File: src/sv/cdsp_pkg.sv
// ----------------------------------------------------------------------------
// cdsp_pkg
// Shared widths, constants and controller/datapath interface types for the
// call distance shortest path block.
// ----------------------------------------------------------------------------
package cdsp_pkg;

  // Fixed field widths
  localparam int NODE_W = 6;   // node index width
  localparam int DIST_W = 7;   // distance width
  localparam int EDGE_W = 7;   // edge entry: valid bit above index

  // Distance saturation value
  localparam logic [DIST_W-1:0] DIST_SAT = 7'd127;

  // Commands from controller to datapath
  typedef struct packed {
    logic load;      // input transaction accepted, store node
    logic init;      // seed entry node
    logic take;      // clear pending mark at ptr, read node and edges
    logic node_lat;  // latch source distance, read first successor
    logic e1_upd;    // relax first edge
    logic e2_rd;     // read second successor
    logic e2_upd;    // relax the other edge
    logic out_rd;    // read node at ptr for output
    logic out_ld;    // load output register
    logic clear;     // drop marks and node count
  } cmd_t;

  // Status from datapath to controller
  typedef struct packed {
    logic ptr_end;   // ptr equals node count
    logic ptr_last;  // ptr is the final loaded node
    logic pend_hit;  // node at ptr is pending
    logic out_busy;  // output register full and stalled
  } sts_t;

endpackage

File: src/sv/cdsp_ctrl.sv
// ----------------------------------------------------------------------------
// cdsp_ctrl
// Sequencer: node load, relaxation passes over pending nodes, result readout.
// ----------------------------------------------------------------------------
module cdsp_ctrl #(
  parameter int MAX_NODES = 64,
  localparam int CNT_W = $clog2(MAX_NODES + 1)
) (
  input  logic              clk,
  input  logic              rst_n,
  input  logic              in_valid,
  input  logic              in_last_node,
  output logic              in_stall,
  input  cdsp_pkg::sts_t    sts,
  output cdsp_pkg::cmd_t    cmd,
  output logic [CNT_W-1:0]  ptr
);

  localparam logic [3:0] S_LOAD = 4'd0;
  localparam logic [3:0] S_INIT = 4'd1;
  localparam logic [3:0] S_SCAN = 4'd2;
  localparam logic [3:0] S_NODE = 4'd3;
  localparam logic [3:0] S_E1   = 4'd4;
  localparam logic [3:0] S_E2RD = 4'd5;
  localparam logic [3:0] S_E2   = 4'd6;
  localparam logic [3:0] S_ORD  = 4'd7;
  localparam logic [3:0] S_OWR  = 4'd8;

  logic [3:0]       state_r, state_nxt;
  logic [CNT_W-1:0] ptr_r, ptr_nxt;
  logic             any_r, any_nxt;   // pass processed a pending node

  assign ptr      = ptr_r;
  assign in_stall = (state_r != S_LOAD);

  // Next state and commands
  always_comb begin
    state_nxt = state_r;
    ptr_nxt   = ptr_r;
    any_nxt   = any_r;
    cmd       = '0;
    case (state_r)
      S_LOAD: begin
        cmd.load = in_valid;
        if (in_valid && in_last_node) begin
          state_nxt = S_INIT;
        end
      end
      S_INIT: begin
        cmd.init  = 1'b1;
        ptr_nxt   = '0;
        any_nxt   = 1'b0;
        state_nxt = S_SCAN;
      end
      S_SCAN: begin
        if (sts.ptr_end) begin
          ptr_nxt = '0;
          any_nxt = 1'b0;
          if (!any_r) begin
            state_nxt = S_ORD;
          end
        end else if (sts.pend_hit) begin
          cmd.take  = 1'b1;
          any_nxt   = 1'b1;
          state_nxt = S_NODE;
        end else begin
          ptr_nxt = ptr_r + 1'b1;
        end
      end
      S_NODE: begin
        cmd.node_lat = 1'b1;
        state_nxt    = S_E1;
      end
      S_E1: begin
        cmd.e1_upd = 1'b1;
        state_nxt  = S_E2RD;
      end
      S_E2RD: begin
        cmd.e2_rd = 1'b1;
        state_nxt = S_E2;
      end
      S_E2: begin
        cmd.e2_upd = 1'b1;
        ptr_nxt    = ptr_r + 1'b1;
        state_nxt  = S_SCAN;
      end
      S_ORD: begin
        cmd.out_rd = 1'b1;
        state_nxt  = S_OWR;
      end
      S_OWR: begin
        if (!sts.out_busy) begin
          cmd.out_ld = 1'b1;
          if (sts.ptr_last) begin
            cmd.clear = 1'b1;
            ptr_nxt   = '0;
            state_nxt = S_LOAD;
          end else begin
            ptr_nxt   = ptr_r + 1'b1;
            state_nxt = S_ORD;
          end
        end
      end
      default: begin
        state_nxt = S_LOAD;
      end
    endcase
  end

  // State registers
  always_ff @(posedge clk) begin
    if (!rst_n) begin
      state_r <= S_LOAD;
      ptr_r   <= '0;
      any_r   <= 1'b0;
    end else begin
      state_r <= state_nxt;
      ptr_r   <= ptr_nxt;
      any_r   <= any_nxt;
    end
  end

endmodule

File: src/sv/cdsp_dpath.sv
// ----------------------------------------------------------------------------
// cdsp_dpath
// Node and edge memories, reached/pending marks, edge relaxation and the
// output register.
// ----------------------------------------------------------------------------
module cdsp_dpath #(
  parameter int MAX_NODES = 64,
  localparam int IDX_W = $clog2(MAX_NODES),
  localparam int CNT_W = $clog2(MAX_NODES + 1)
) (
  input  logic                          clk,
  input  logic                          rst_n,
  input  cdsp_pkg::cmd_t                cmd,
  output cdsp_pkg::sts_t                sts,
  input  logic [CNT_W-1:0]              ptr,
  input  logic                          in_is_call,
  input  logic                          in_first_valid,
  input  logic [cdsp_pkg::NODE_W-1:0]   in_first_next,
  input  logic                          in_second_valid,
  input  logic [cdsp_pkg::NODE_W-1:0]   in_second_next,
  output logic                          out_valid,
  input  logic                          out_stall,
  output logic [cdsp_pkg::NODE_W-1:0]   out_node_index,
  output logic [cdsp_pkg::DIST_W-1:0]   out_distance,
  output logic                          out_last_result
);

  localparam int NW  = cdsp_pkg::NODE_W;
  localparam int DW  = cdsp_pkg::DIST_W;
  localparam int EW  = cdsp_pkg::EDGE_W;
  localparam int CMPW = NW + 1;

  // Memories: edge pair per node, {call, distance} per node
  logic [2*EW-1:0] edge_mem [MAX_NODES];
  logic [DW:0]     node_mem [MAX_NODES];

  logic [CNT_W-1:0]     count_r;
  logic                 call0_r;
  logic [MAX_NODES-1:0] reached_r;
  logic [MAX_NODES-1:0] pending_r;
  logic [2*EW-1:0]      edge_rd_r;
  logic [DW:0]          node_rd_r;
  logic [DW-1:0]        dist_i_r;
  logic                 out_valid_r;
  logic [NW-1:0]        out_idx_r;
  logic [DW-1:0]        out_dist_r;
  logic                 out_last_r;

  logic [IDX_W-1:0] ptr_idx;
  logic [EW-1:0]    edge1, edge2, cur_edge;
  logic [NW-1:0]    cur_to;
  logic [IDX_W-1:0] to_idx;
  logic             to_ok;
  logic             cur_call;
  logic [DW-1:0]    cur_dist;
  logic [DW-1:0]    cand;
  logic             upd;
  logic             store;
  logic             rd_en;
  logic [IDX_W-1:0] rd_addr;
  logic             wr_en;
  logic [IDX_W-1:0] wr_addr;
  logic [DW:0]      wr_data;
  logic [2*EW-1:0]  edge_wr;

  assign ptr_idx = ptr[IDX_W-1:0];
  assign edge1   = edge_rd_r[2*EW-1:EW];
  assign edge2   = edge_rd_r[EW-1:0];

  // Edge under relaxation and candidate distance
  assign cur_edge = cmd.e2_upd ? edge2 : edge1;
  assign cur_to   = cur_edge[NW-1:0];
  assign to_idx   = cur_to[IDX_W-1:0];
  assign to_ok    = cur_edge[EW-1] && (CMPW'(cur_to) < CMPW'(count_r));
  assign cur_call = node_rd_r[DW];
  assign cur_dist = node_rd_r[DW-1:0];
  assign cand     = (dist_i_r == cdsp_pkg::DIST_SAT) ? cdsp_pkg::DIST_SAT
                                                     : dist_i_r + DW'(cur_call);
  assign upd      = (cmd.e1_upd || cmd.e2_upd) && to_ok &&
                    (!reached_r[to_idx] || (cur_dist > cand));

  // Store only while there is room
  assign store = cmd.load && (count_r < CNT_W'(MAX_NODES));

  // Edge entry for an incoming node; the other edge needs the first
  assign edge_wr = {(in_first_valid ? {1'b1, in_first_next} : {EW{1'b0}}),
                    ((in_first_valid && in_second_valid) ? {1'b1, in_second_next}
                                                         : {EW{1'b0}})};

  // Node memory read address
  always_comb begin
    rd_en   = cmd.take || cmd.node_lat || cmd.e2_rd || cmd.out_rd;
    rd_addr = ptr_idx;
    if (cmd.node_lat) begin
      rd_addr = edge1[IDX_W-1:0];
    end else if (cmd.e2_rd) begin
      rd_addr = edge2[IDX_W-1:0];
    end
  end

  // Node memory write port
  always_comb begin
    wr_en   = 1'b0;
    wr_addr = count_r[IDX_W-1:0];
    wr_data = {in_is_call, {DW{1'b0}}};
    if (store) begin
      wr_en = 1'b1;
    end else if (cmd.init) begin
      wr_en   = 1'b1;
      wr_addr = '0;
      wr_data = {call0_r, DW'(call0_r)};
    end else if (upd) begin
      wr_en   = 1'b1;
      wr_addr = to_idx;
      wr_data = {cur_call, cand};
    end
  end

  // Memories with registered read data
  always_ff @(posedge clk) begin
    if (store) begin
      edge_mem[count_r[IDX_W-1:0]] <= edge_wr;
    end
    if (cmd.take) begin
      edge_rd_r <= edge_mem[ptr_idx];
    end
    if (wr_en) begin
      node_mem[wr_addr] <= wr_data;
    end
    if (rd_en) begin
      node_rd_r <= node_mem[rd_addr];
    end
  end

  // Source distance of the node being expanded
  always_ff @(posedge clk) begin
    if (cmd.node_lat) begin
      dist_i_r <= node_rd_r[DW-1:0];
    end
    if (store && (count_r == '0)) begin
      call0_r <= in_is_call;
    end
  end

  // Node count and marks
  always_ff @(posedge clk) begin
    if (!rst_n) begin
      count_r   <= '0;
      reached_r <= '0;
      pending_r <= '0;
    end else if (cmd.clear) begin
      count_r   <= '0;
      reached_r <= '0;
      pending_r <= '0;
    end else begin
      if (store) begin
        count_r <= count_r + 1'b1;
      end
      if (cmd.init) begin
        reached_r[0] <= 1'b1;
        pending_r[0] <= 1'b1;
      end
      if (cmd.take) begin
        pending_r[ptr_idx] <= 1'b0;
      end
      if (upd) begin
        reached_r[to_idx] <= 1'b1;
        pending_r[to_idx] <= 1'b1;
      end
    end
  end

  // Output register
  always_ff @(posedge clk) begin
    if (!rst_n) begin
      out_valid_r <= 1'b0;
    end else if (cmd.out_ld) begin
      out_valid_r <= 1'b1;
    end else if (!out_stall) begin
      out_valid_r <= 1'b0;
    end
  end

  always_ff @(posedge clk) begin
    if (cmd.out_ld) begin
      out_idx_r  <= NW'(ptr);
      out_dist_r <= reached_r[ptr_idx] ? node_rd_r[DW-1:0] : {DW{1'b0}};
      out_last_r <= sts.ptr_last;
    end
  end

  assign out_valid       = out_valid_r;
  assign out_node_index  = out_idx_r;
  assign out_distance    = out_dist_r;
  assign out_last_result = out_last_r;

  // Status
  assign sts.ptr_end  = (CMPW'(ptr) == CMPW'(count_r));
  assign sts.ptr_last = (CMPW'(ptr) + 1'b1 == CMPW'(count_r));
  assign sts.pend_hit = pending_r[ptr_idx];
  assign sts.out_busy = out_valid_r && out_stall;

endmodule

File: src/sv/call_distance_shortest_path.sv
// ----------------------------------------------------------------------------
// call_distance_shortest_path
// Fewest call nodes on any path from the entry of a loaded control-flow graph.
// ----------------------------------------------------------------------------
// Nodes load one per cycle, in index order, node 0 first. After the node
// marked last the input stalls while the search runs: passes sweep the node
// list, passing over idle nodes and expanding each pending node (a single
// node memory read port: read then update for each of its edges),
// repeating until a pass finds nothing pending, so search time depends on
// the graph. Results then leave in index order, one at a time (node memory
// read, then the output register), held back by any output stall. Input is
// taken again as soon as the final result sits in the output register.
module call_distance_shortest_path #(
  parameter int MAX_NODES = 64
) (
  input  logic                          clk,
  input  logic                          rst_n,
  input  logic                          in_valid,
  output logic                          in_stall,
  input  logic                          in_is_call,
  input  logic                          in_first_valid,
  input  logic [cdsp_pkg::NODE_W-1:0]   in_first_next,
  input  logic                          in_second_valid,
  input  logic [cdsp_pkg::NODE_W-1:0]   in_second_next,
  input  logic                          in_last_node,
  output logic                          out_valid,
  input  logic                          out_stall,
  output logic [cdsp_pkg::NODE_W-1:0]   out_node_index,
  output logic [cdsp_pkg::DIST_W-1:0]   out_distance,
  output logic                          out_last_result
);

  localparam int CNT_W = $clog2(MAX_NODES + 1);

  cdsp_pkg::cmd_t   cmd;
  cdsp_pkg::sts_t   sts;
  logic [CNT_W-1:0] ptr;

  // Controller
  cdsp_ctrl #(.MAX_NODES(MAX_NODES)) u_ctrl (
    .clk          (clk),
    .rst_n        (rst_n),
    .in_valid     (in_valid),
    .in_last_node (in_last_node),
    .in_stall     (in_stall),
    .sts          (sts),
    .cmd          (cmd),
    .ptr          (ptr)
  );

  // Datapath
  cdsp_dpath #(.MAX_NODES(MAX_NODES)) u_dpath (
    .clk             (clk),
    .rst_n           (rst_n),
    .cmd             (cmd),
    .sts             (sts),
    .ptr             (ptr),
    .in_is_call      (in_is_call),
    .in_first_valid  (in_first_valid),
    .in_first_next   (in_first_next),
    .in_second_valid (in_second_valid),
    .in_second_next  (in_second_next),
    .out_valid       (out_valid),
    .out_stall       (out_stall),
    .out_node_index  (out_node_index),
    .out_distance    (out_distance),
    .out_last_result (out_last_result)
  );

endmodule

File: config.mk
export PLATFORM = sky130hd
export DESIGN_NAME = call_distance_shortest_path
export DESIGN_NICKNAME = d
export VERILOG_FILES = /design/src/sv/cdsp_pkg.sv /design/src/sv/cdsp_ctrl.sv /design/src/sv/cdsp_dpath.sv /design/src/sv/call_distance_shortest_path.sv
export SDC_FILE = /design/constraint.sdc
export NUM_CORES = 2
export LEC_CHECK = 0
export BUFFER_PORTS_ARGS = -buffer_cell sky130_fd_sc_hd__buf_2
export CELL_PAD_IN_SITES_DETAIL_PLACEMENT = 1
export CELL_PAD_IN_SITES_GLOBAL_PLACEMENT = 1
export CORE_UTILIZATION = 49
export DETAILED_ROUTE_END_ITERATION = 7
export PLACE_DENSITY = 0.76
export SLEW_MARGIN = 5
export SYNTH_ARGS = -nofsm -noshare
export SYNTH_HDL_FRONTEND = slang
export SYNTH_SLANG_ARGS = --single-unit
File: constraint.sdc
create_clock -name clk -period 5 [get_ports clk]
set_clock_uncertainty 0.1 [all_clocks]
set_input_delay 0.5 -clock clk [delete_from_list [all_inputs] [get_ports clk]]
set_output_delay 0.5 -clock clk [all_outputs]
set_load 0.005 [all_outputs]
# Yosys cells after proc, flatten, opt, wreduce, memory -nomap -nowiden

Memories as Yosys holds them, arrays and structs flattened. A register that Yosys moved wholly into a read port is not among the register bits.
Cells that the tools add are included.

$add $sub $neg: 3
Multipliers: 0
Div/mod/pow operators: 0
Magnitude comparators: 7
Equality and inequality tests: 17
Shift-type cells: 0
Muxes and demuxes: 70
Bitwise logic cells: 5
Reduce and logical (&&, ||, !) cells: 26

Operator list:

| operator                                                                             | count |
|---|---|
| 64-bit 2-to-1 mux                                                                    | 4 |
| 64-bit OR                                                                            | 2 |
| 64-bit AND                                                                           | 1 |
| 64-bit NOT                                                                           | 1 |
| 7-bit 2-to-1 mux                                                                     | 8 |
| 1-bit 2-to-1 mux                                                                     | 34 |
| 4-bit one-hot mux with 8 select lines                                                | 1 |
| 6-bit 2-to-1 mux                                                                     | 5 |
| 7-bit one-hot mux with 4 select lines                                                | 1 |
| 8-bit 2-to-1 mux                                                                     | 3 |
| 4-bit 2-to-1 mux                                                                     | 5 |
| 1-bit binary-select mux with 6-bit select                                            | 3 |
| 4-bit by 3-bit == test with 1-bit output (second input constant)                     | 4 |
| 7-bit by 1-bit adder with 7-bit output (second input constant)                       | 2 |
| 7-bit == test                                                                        | 2 |
| 6-bit by 7-bit less-than comparator with 1-bit output (second input constant)        | 2 |
| 1-bit demux with 6-bit select                                                        | 2 |
| 6-bit by 1-bit greater-or-equal comparator with 1-bit output (second input constant) | 2 |
| 1-bit logical AND                                                                    | 10 |
| 3-bit inequality test (second input constant)                                        | 3 |
| 4-bit by 2-bit == test with 1-bit output (second input constant)                     | 2 |
| 4-bit nonzero test                                                                   | 2 |
| 7-bit by 1-bit adder with 7-bit output                                               | 1 |
| 7-bit == test (second input constant)                                                | 1 |
| other kinds (20)                                                                     | 27 |

Register bits after elaboration: 170
Latch bits: 0
RAM bits: 1408
ROM bits: 0
Input bits: 20
Output and inout port bits: 16
Word-level logic and storage cells: 143
Memories kept: 2

Memories:

| memory           | words | bits a word | rd ports | clocked after memory_dff | wr ports | RTL line         | RTL |
|---|---|---|---|---|---|---|---|
| u_dpath.edge_mem | 64    | 14          | 1        | 1                        | 1        | cdsp_dpath.sv:34 | `logic [2*EW-1:0] edge_mem [MAX_NODES];` |
| u_dpath.node_mem | 64    | 8           | 1        | 1                        | 1        | cdsp_dpath.sv:35 | `logic [DW:0] node_mem [MAX_NODES];` |

# Longest topological paths before layout

Word-level depth: 13
Depth in mapped cells: 19
Mapped depth without buffers: 16

# By module

A second synthesis with hierarchy kept.

Cell total of the unflattened synthesis: 3698
Area total of the unflattened synthesis: 62394.8 um^2

By module, submodules not included:

| module     | instances | cells an instance | area each (um^2) | seq. area each (um^2) |
|---|---|---|---|---|
| cdsp_dpath | 1         | 3596              | 61590.3          | 46324.4 |
| cdsp_ctrl  | 1         | 102               | 804.5            | 240.2 |

# Least setup slack after synthesis

Ideal clock, no wire load.

Path type: flip-flop to flip-flop
From: register u_ctrl.state_r[3]
To: memory u_dpath.node_mem[0][7] (netlist bit) (data pin)
Library setup time: 0.542 ns
Data arrival time: 4.917 ns
Data required time: 4.358 ns
Setup slack: -0.559 ns
Stages on the path, launching flop included: 17
Buffers on the path: 7
Period minus slack after synthesis: 5.559 ns
Path through: dfxtp_1 > buf_2 > nor4bb_2 > buf_6 > buf_8 > mux2i_1 > inv_2 > buf_1 > ha_1 > o211ai_1 > a2111oi_0 > nor4_1 > and2_1 > buf_6 > buf_2 > buf_2 > o211ai_1

Cells in the longest elaborated chain, start to end: 11
Elaborated cells between the ends (all ways): 22
Those cells by class: order compare: 1; eq/ne: 3; mux: 10; reduce/logical: 8

RTL lines:

| item                                      | RTL line          | RTL |
|---|---|---|
| from (decl)                               | cdsp_ctrl.sv:29   | `logic [3:0] state_r, state_nxt;` |
| from (signal assigned)                    | cdsp_ctrl.sv:117  | `state_r <= state_nxt;` |
| 4-bit by 3-bit == test with 1-bit output  | cdsp_ctrl.sv:42   | `case (state_r)` |
| 1-bit 2-to-1 mux                          | cdsp_ctrl.sv:42   |  |
| 7-bit 2-to-1 mux                          | cdsp_dpath.sv:71  | `assign cur_edge = cmd.e2_upd ? edge2 : edge1;` |
| 1-bit binary-select mux with 6-bit select | cdsp_dpath.sv:80  | `(!reached_r[to_idx] \|\| (cur_dist > cand));` |
| 1-bit 2-to-1 mux (not written as such)    | cdsp_dpath.sv:80  |  |
| 1-bit logical NOT                         | cdsp_dpath.sv:80  |  |
| 1-bit logical OR                          | cdsp_dpath.sv:80  |  |
| 1-bit logical AND                         | cdsp_dpath.sv:79  | `assign upd = (cmd.e1_upd \|\| cmd.e2_upd) && to_ok &&` |
| 8-bit 2-to-1 mux                          | cdsp_dpath.sv:112 | `end else if (upd) begin` |
| 8-bit 2-to-1 mux                          | cdsp_dpath.sv:108 | `end else if (cmd.init) begin` |
| 8-bit 2-to-1 mux (*)                      | cdsp_dpath.sv:106 | `if (store) begin` |
| net u_dpath.wr_data[7]                    | cdsp_dpath.sv:63  | `logic [DW:0] wr_data;` |
| to (decl)                                 | cdsp_dpath.sv:35  |  |

The timed path passes the listed nets; every way through them passes the cells marked *. The select of a mux whose other input is x is not followed.

# Worst setup path in the final report

From: register u_ctrl.state_r[0]
To: memory u_dpath.node_mem[33][6] (netlist bit) (enable)

Cells in the longest elaborated chain, start to end: 13
Elaborated cells between the ends (all ways): 27
Those cells by class: order compare: 1; eq/ne: 3; mux: 15; reduce/logical: 8

RTL lines:

| item                                      | RTL line          | RTL |
|---|---|---|
| 4-bit by 3-bit == test with 1-bit output  | cdsp_ctrl.sv:42   |  |
| 1-bit 2-to-1 mux                          | cdsp_ctrl.sv:42   |  |
| 7-bit 2-to-1 mux                          | cdsp_dpath.sv:71  |  |
| 1-bit binary-select mux with 6-bit select | cdsp_dpath.sv:80  |  |
| 1-bit 2-to-1 mux (not written as such)    | cdsp_dpath.sv:80  |  |
| 1-bit logical NOT                         | cdsp_dpath.sv:80  |  |
| 1-bit logical OR                          | cdsp_dpath.sv:80  |  |
| 1-bit logical AND                         | cdsp_dpath.sv:79  |  |
| 1-bit 2-to-1 mux                          | cdsp_dpath.sv:112 |  |
| 1-bit 2-to-1 mux                          | cdsp_dpath.sv:108 |  |
| 1-bit 2-to-1 mux                          | cdsp_dpath.sv:106 |  |
| 1-bit 2-to-1 mux                          | cdsp_dpath.sv:127 | `if (wr_en) begin` |
| 1-bit 2-to-1 mux (not written as such)    | cdsp_dpath.sv:128 | `node_mem[wr_addr] <= wr_data;` |

Several ways; a longest one is shown, not always the timed one. The select of a mux whose other input is x is not followed.

==> impl_metrics.ini <==
[clock_network]
cts.sinks = 1600
htreeDepth = 4
post_cts_buffers = 0
cts_tree = done
cts_buffers = 162
clk_pin_slew_ns = 0.06
clockBufferDepth = 3
clk_latency_ns = 0.82
root_buffer = clkbuf_16

[cells_and_area]
drive_above_1_share = 0.174
syn2layout_area_growth_pct = 14.3
nNetsFinal = 4425
design_area_um2 = 72500

[yosys]
synth_nets = 4233
netlist_top_cells_count = edfxtp_1 (1,452), a22oi_1 (348), nor2_1 (236)
synth_area_per_cell_um2 = 15.1
syn-cell-area_um2 = 63500
yosysTopAreaCell = edfxtp_1
yosysTopAreaCellShare = 0.687
ys_warn_count = 0
synth_cell_types = 88
ys_ff_latch = 1600
ys_seq_area_frac = 0.734
synth_cells = 4196
synth_ff_type = edfxtp_1
async_flop_share = 0
synth_area_leaders = edfxtp_1 (69%), dfxtp_1 (4.7%), a22oi_1 (4.1%), mux2i_1 (2.5%), mux2_2 (2.4%)
synth_most_common_cell = edfxtp_1
synth-edff-count = 1452

[floorplan]
die_area_um2 = 131000
die_x_um = 362
dieHeight_um = 362
rows = 131
core_area_um2 = 128000
pin_count = 36
initial_utilization = 0.496

[timing]
max_slew_margin = 0.0932
tns_ns = 0
slew_viol_final = 0
hold_viol_final = 0
maxClockFrequency_ghz = 0.202
period_needed_ns = 4.95
rsz0062_at_grt = true
setup_viol = 0
period_share = 0.990
max_slew.worst_pin.slew_ns = 1.36

[critical_path]
r2r_setup_slack_ns = 0.05
crit_type = reg2reg
crit_required_ns = 5.33
path_cells = nor4bb_4 -> buf_12 -> mux2i_4 -> inv_2 -> ha_1 -> o211ai_1 -> a2111oi_2 -> nor4_2 -> buf_4 -> nand3b_2 -> a221o_1 -> nor2_1
max_stage_delay_ns = 0.68
worstSetupEndpointType = flop
path_max_fanout = 24
slowest_stage = a221o_1
worst_setup_path_start_kind = flop
cp.arrival_ns = 5.28

[power]
power_leakage_nw = 24.2
powerDensity_nw_per_um2 = 379
ir_drop_mv = 0.488

[detailed_routing]
wl_met2_um = 94600
wl_met1_um = 76800
via_count = 41079
drtIter0Drc = 5456
ant_nets = 0
route.top_layer_used = met5
wl_met3_um = 18500
firstDrtPassIters = 6
wirelength_um = 198000
routedWlPerCell_um = 31.7
drc = 0
viasPerCell = 6.58

[place]
port_buffers = 35
place_area_um2 = 67400
hpwl_um = 120000
routabilityCongestion = 0.971

[worst_hold_path]
min_path_type = in2reg

[status]
status = finished clean

[grt]
grt_start_max_net_pins = 92
grt_overflow_total = 0
antenna_found_initial = 3
track_usage = 0.300
grt_pass1_wl_um = 289000
grt_pass1_vias = 42130

[run]
drv_cap = 0
area by class of cell:
| class | instances | area [um2] |
|---|---|---|
| antenna | 3 | 7.51 |
| clock buffer | 197 | 4200 |
| clock inverter | 88 | 860 |
| fill | 11899 | 55500 |
| inverter | 51 | 193 |
| multi-input combinational | 2253 | 15900 |
| sequential | 1600 | 46600 |
| tap | 1729 | 2160 |
| timing repair buffer | 320 | 2660 |
report_power, final:
| part | switching, mW | internal (mW) | total [mW] |
|---|---|---|---|
| clock network | 5.24 | 6.53 | 11.8 |
| logic | 0.771 | 0.287 | 1.06 |
| registers | 0.0313 | 14.6 | 14.7 |
| total | 6.04 | 21.4 | 27.5 |
critical path, delay by kind of cell (launching register included):
kind	cells	cell delay, ns
AOI/OAI and AO/OA	3	1.10
adders and majority gates	1	0.31
buffers and inverters	3	0.60
DFF	1	0.33
muxes	1	0.35
and+or+nand+nor	4	1.74
what timing repair did:
action | in CTS | in global routing
gates resized for setup | 0 | 17
endpoints found under the setup margin | 0 | 144
hold buffers | 3 | 0
endpoints found under the hold margin | 14 | 0
path summary, 6_finish.rpt:
check / from / end / cells after the start
hold / removal: in_last_node / u_ctrl.state_r[0] / 5
hold reg to reg: u_dpath.node_rd_r[0] / u_dpath.dist_i_r[0] / 0
setup / recovery: u_ctrl.state_r[0] / u_dpath.node_mem[33][6] / 12
setup reg to reg: u_ctrl.state_r[0] / u_dpath.node_mem[33][6] / 12
placed cells by master, fill, tap and decap left out, types with 44 or more instances in the layout:
master	count
a221oi_1	110
a22o_1	76
nand3_1	89
dfxtp_1	146
inv_1	44
o21ai_0	156
clkbuf_16	162
mux2i_1	154
a22oi_1	348
nor2_1	214
edfxtp_1	1452
a21oi_1	158
buf_4	255
nand2_1	179
a211oi_1	127
mux2_2	133
a31oi_1	66
metrics by stage:
stage | hold slack, ns | setup WS [ns] | power [mW] | util | cells
2_1_floorplan | 0.306 | -0.192 | 15.5 | - | 4196
5_1_grt | 0.165 | -0.169 | 28.0 | 0.566 | 6238
6_report | 0.135 | 0.0524 | 27.5 | 0.567 | 6241
3_5_place_dp | 0.362 | 0.0956 | 16.0 | 0.526 | 5950
3_3_place_gp | 0.347 | 0.308 | 15.9 | 0.526 | 5950
4_1_cts | 0.0897 | 0.0302 | 27.6 | 0.566 | 6238
state kept, by name, summed over array words and instances (netlist names):
register	flops
u_dpath.out_distance	7
u_dpath.edge_mem	896
u_dpath.edge_rd_r	14
u_dpath.count_r	7
u_dpath.reached_r	64
u_dpath.out_node_index	6
u_dpath.out_last_result	1
u_dpath.pending_r	64
u_dpath.node_mem	512
u_dpath.call0_r	1
u_dpath.node_rd_r	8
u_ctrl.ptr	7
u_dpath.out_valid	1
u_ctrl.any_r	1
u_dpath.dist_i_r	7
u_ctrl.state_r	4
cell families after synthesis:
family                   Yosys count  share of synthesized area
AO/OA/AOI/OAI                   1213                      0.136
AND/OR/NAND/NOR                  706                     0.0520
XOR/XNOR                          21                    0.00290
multiplexers                     296                     0.0500
buffers and inverters            343                     0.0220
flip-flops                      1600                      0.734
adder cells (fa/ha/maj)           17                    0.00335
per-layer routing:
layer | GRT usage | vias to the layer above
met5 | 0 | -
met4 | 0.121 | 4
met3 | 0.0645 | 504
met2 | 0.489 | 2284
met1 | 0.394 | 21085
li1 | - | 17202
Power figures use the tool's default switching activity.
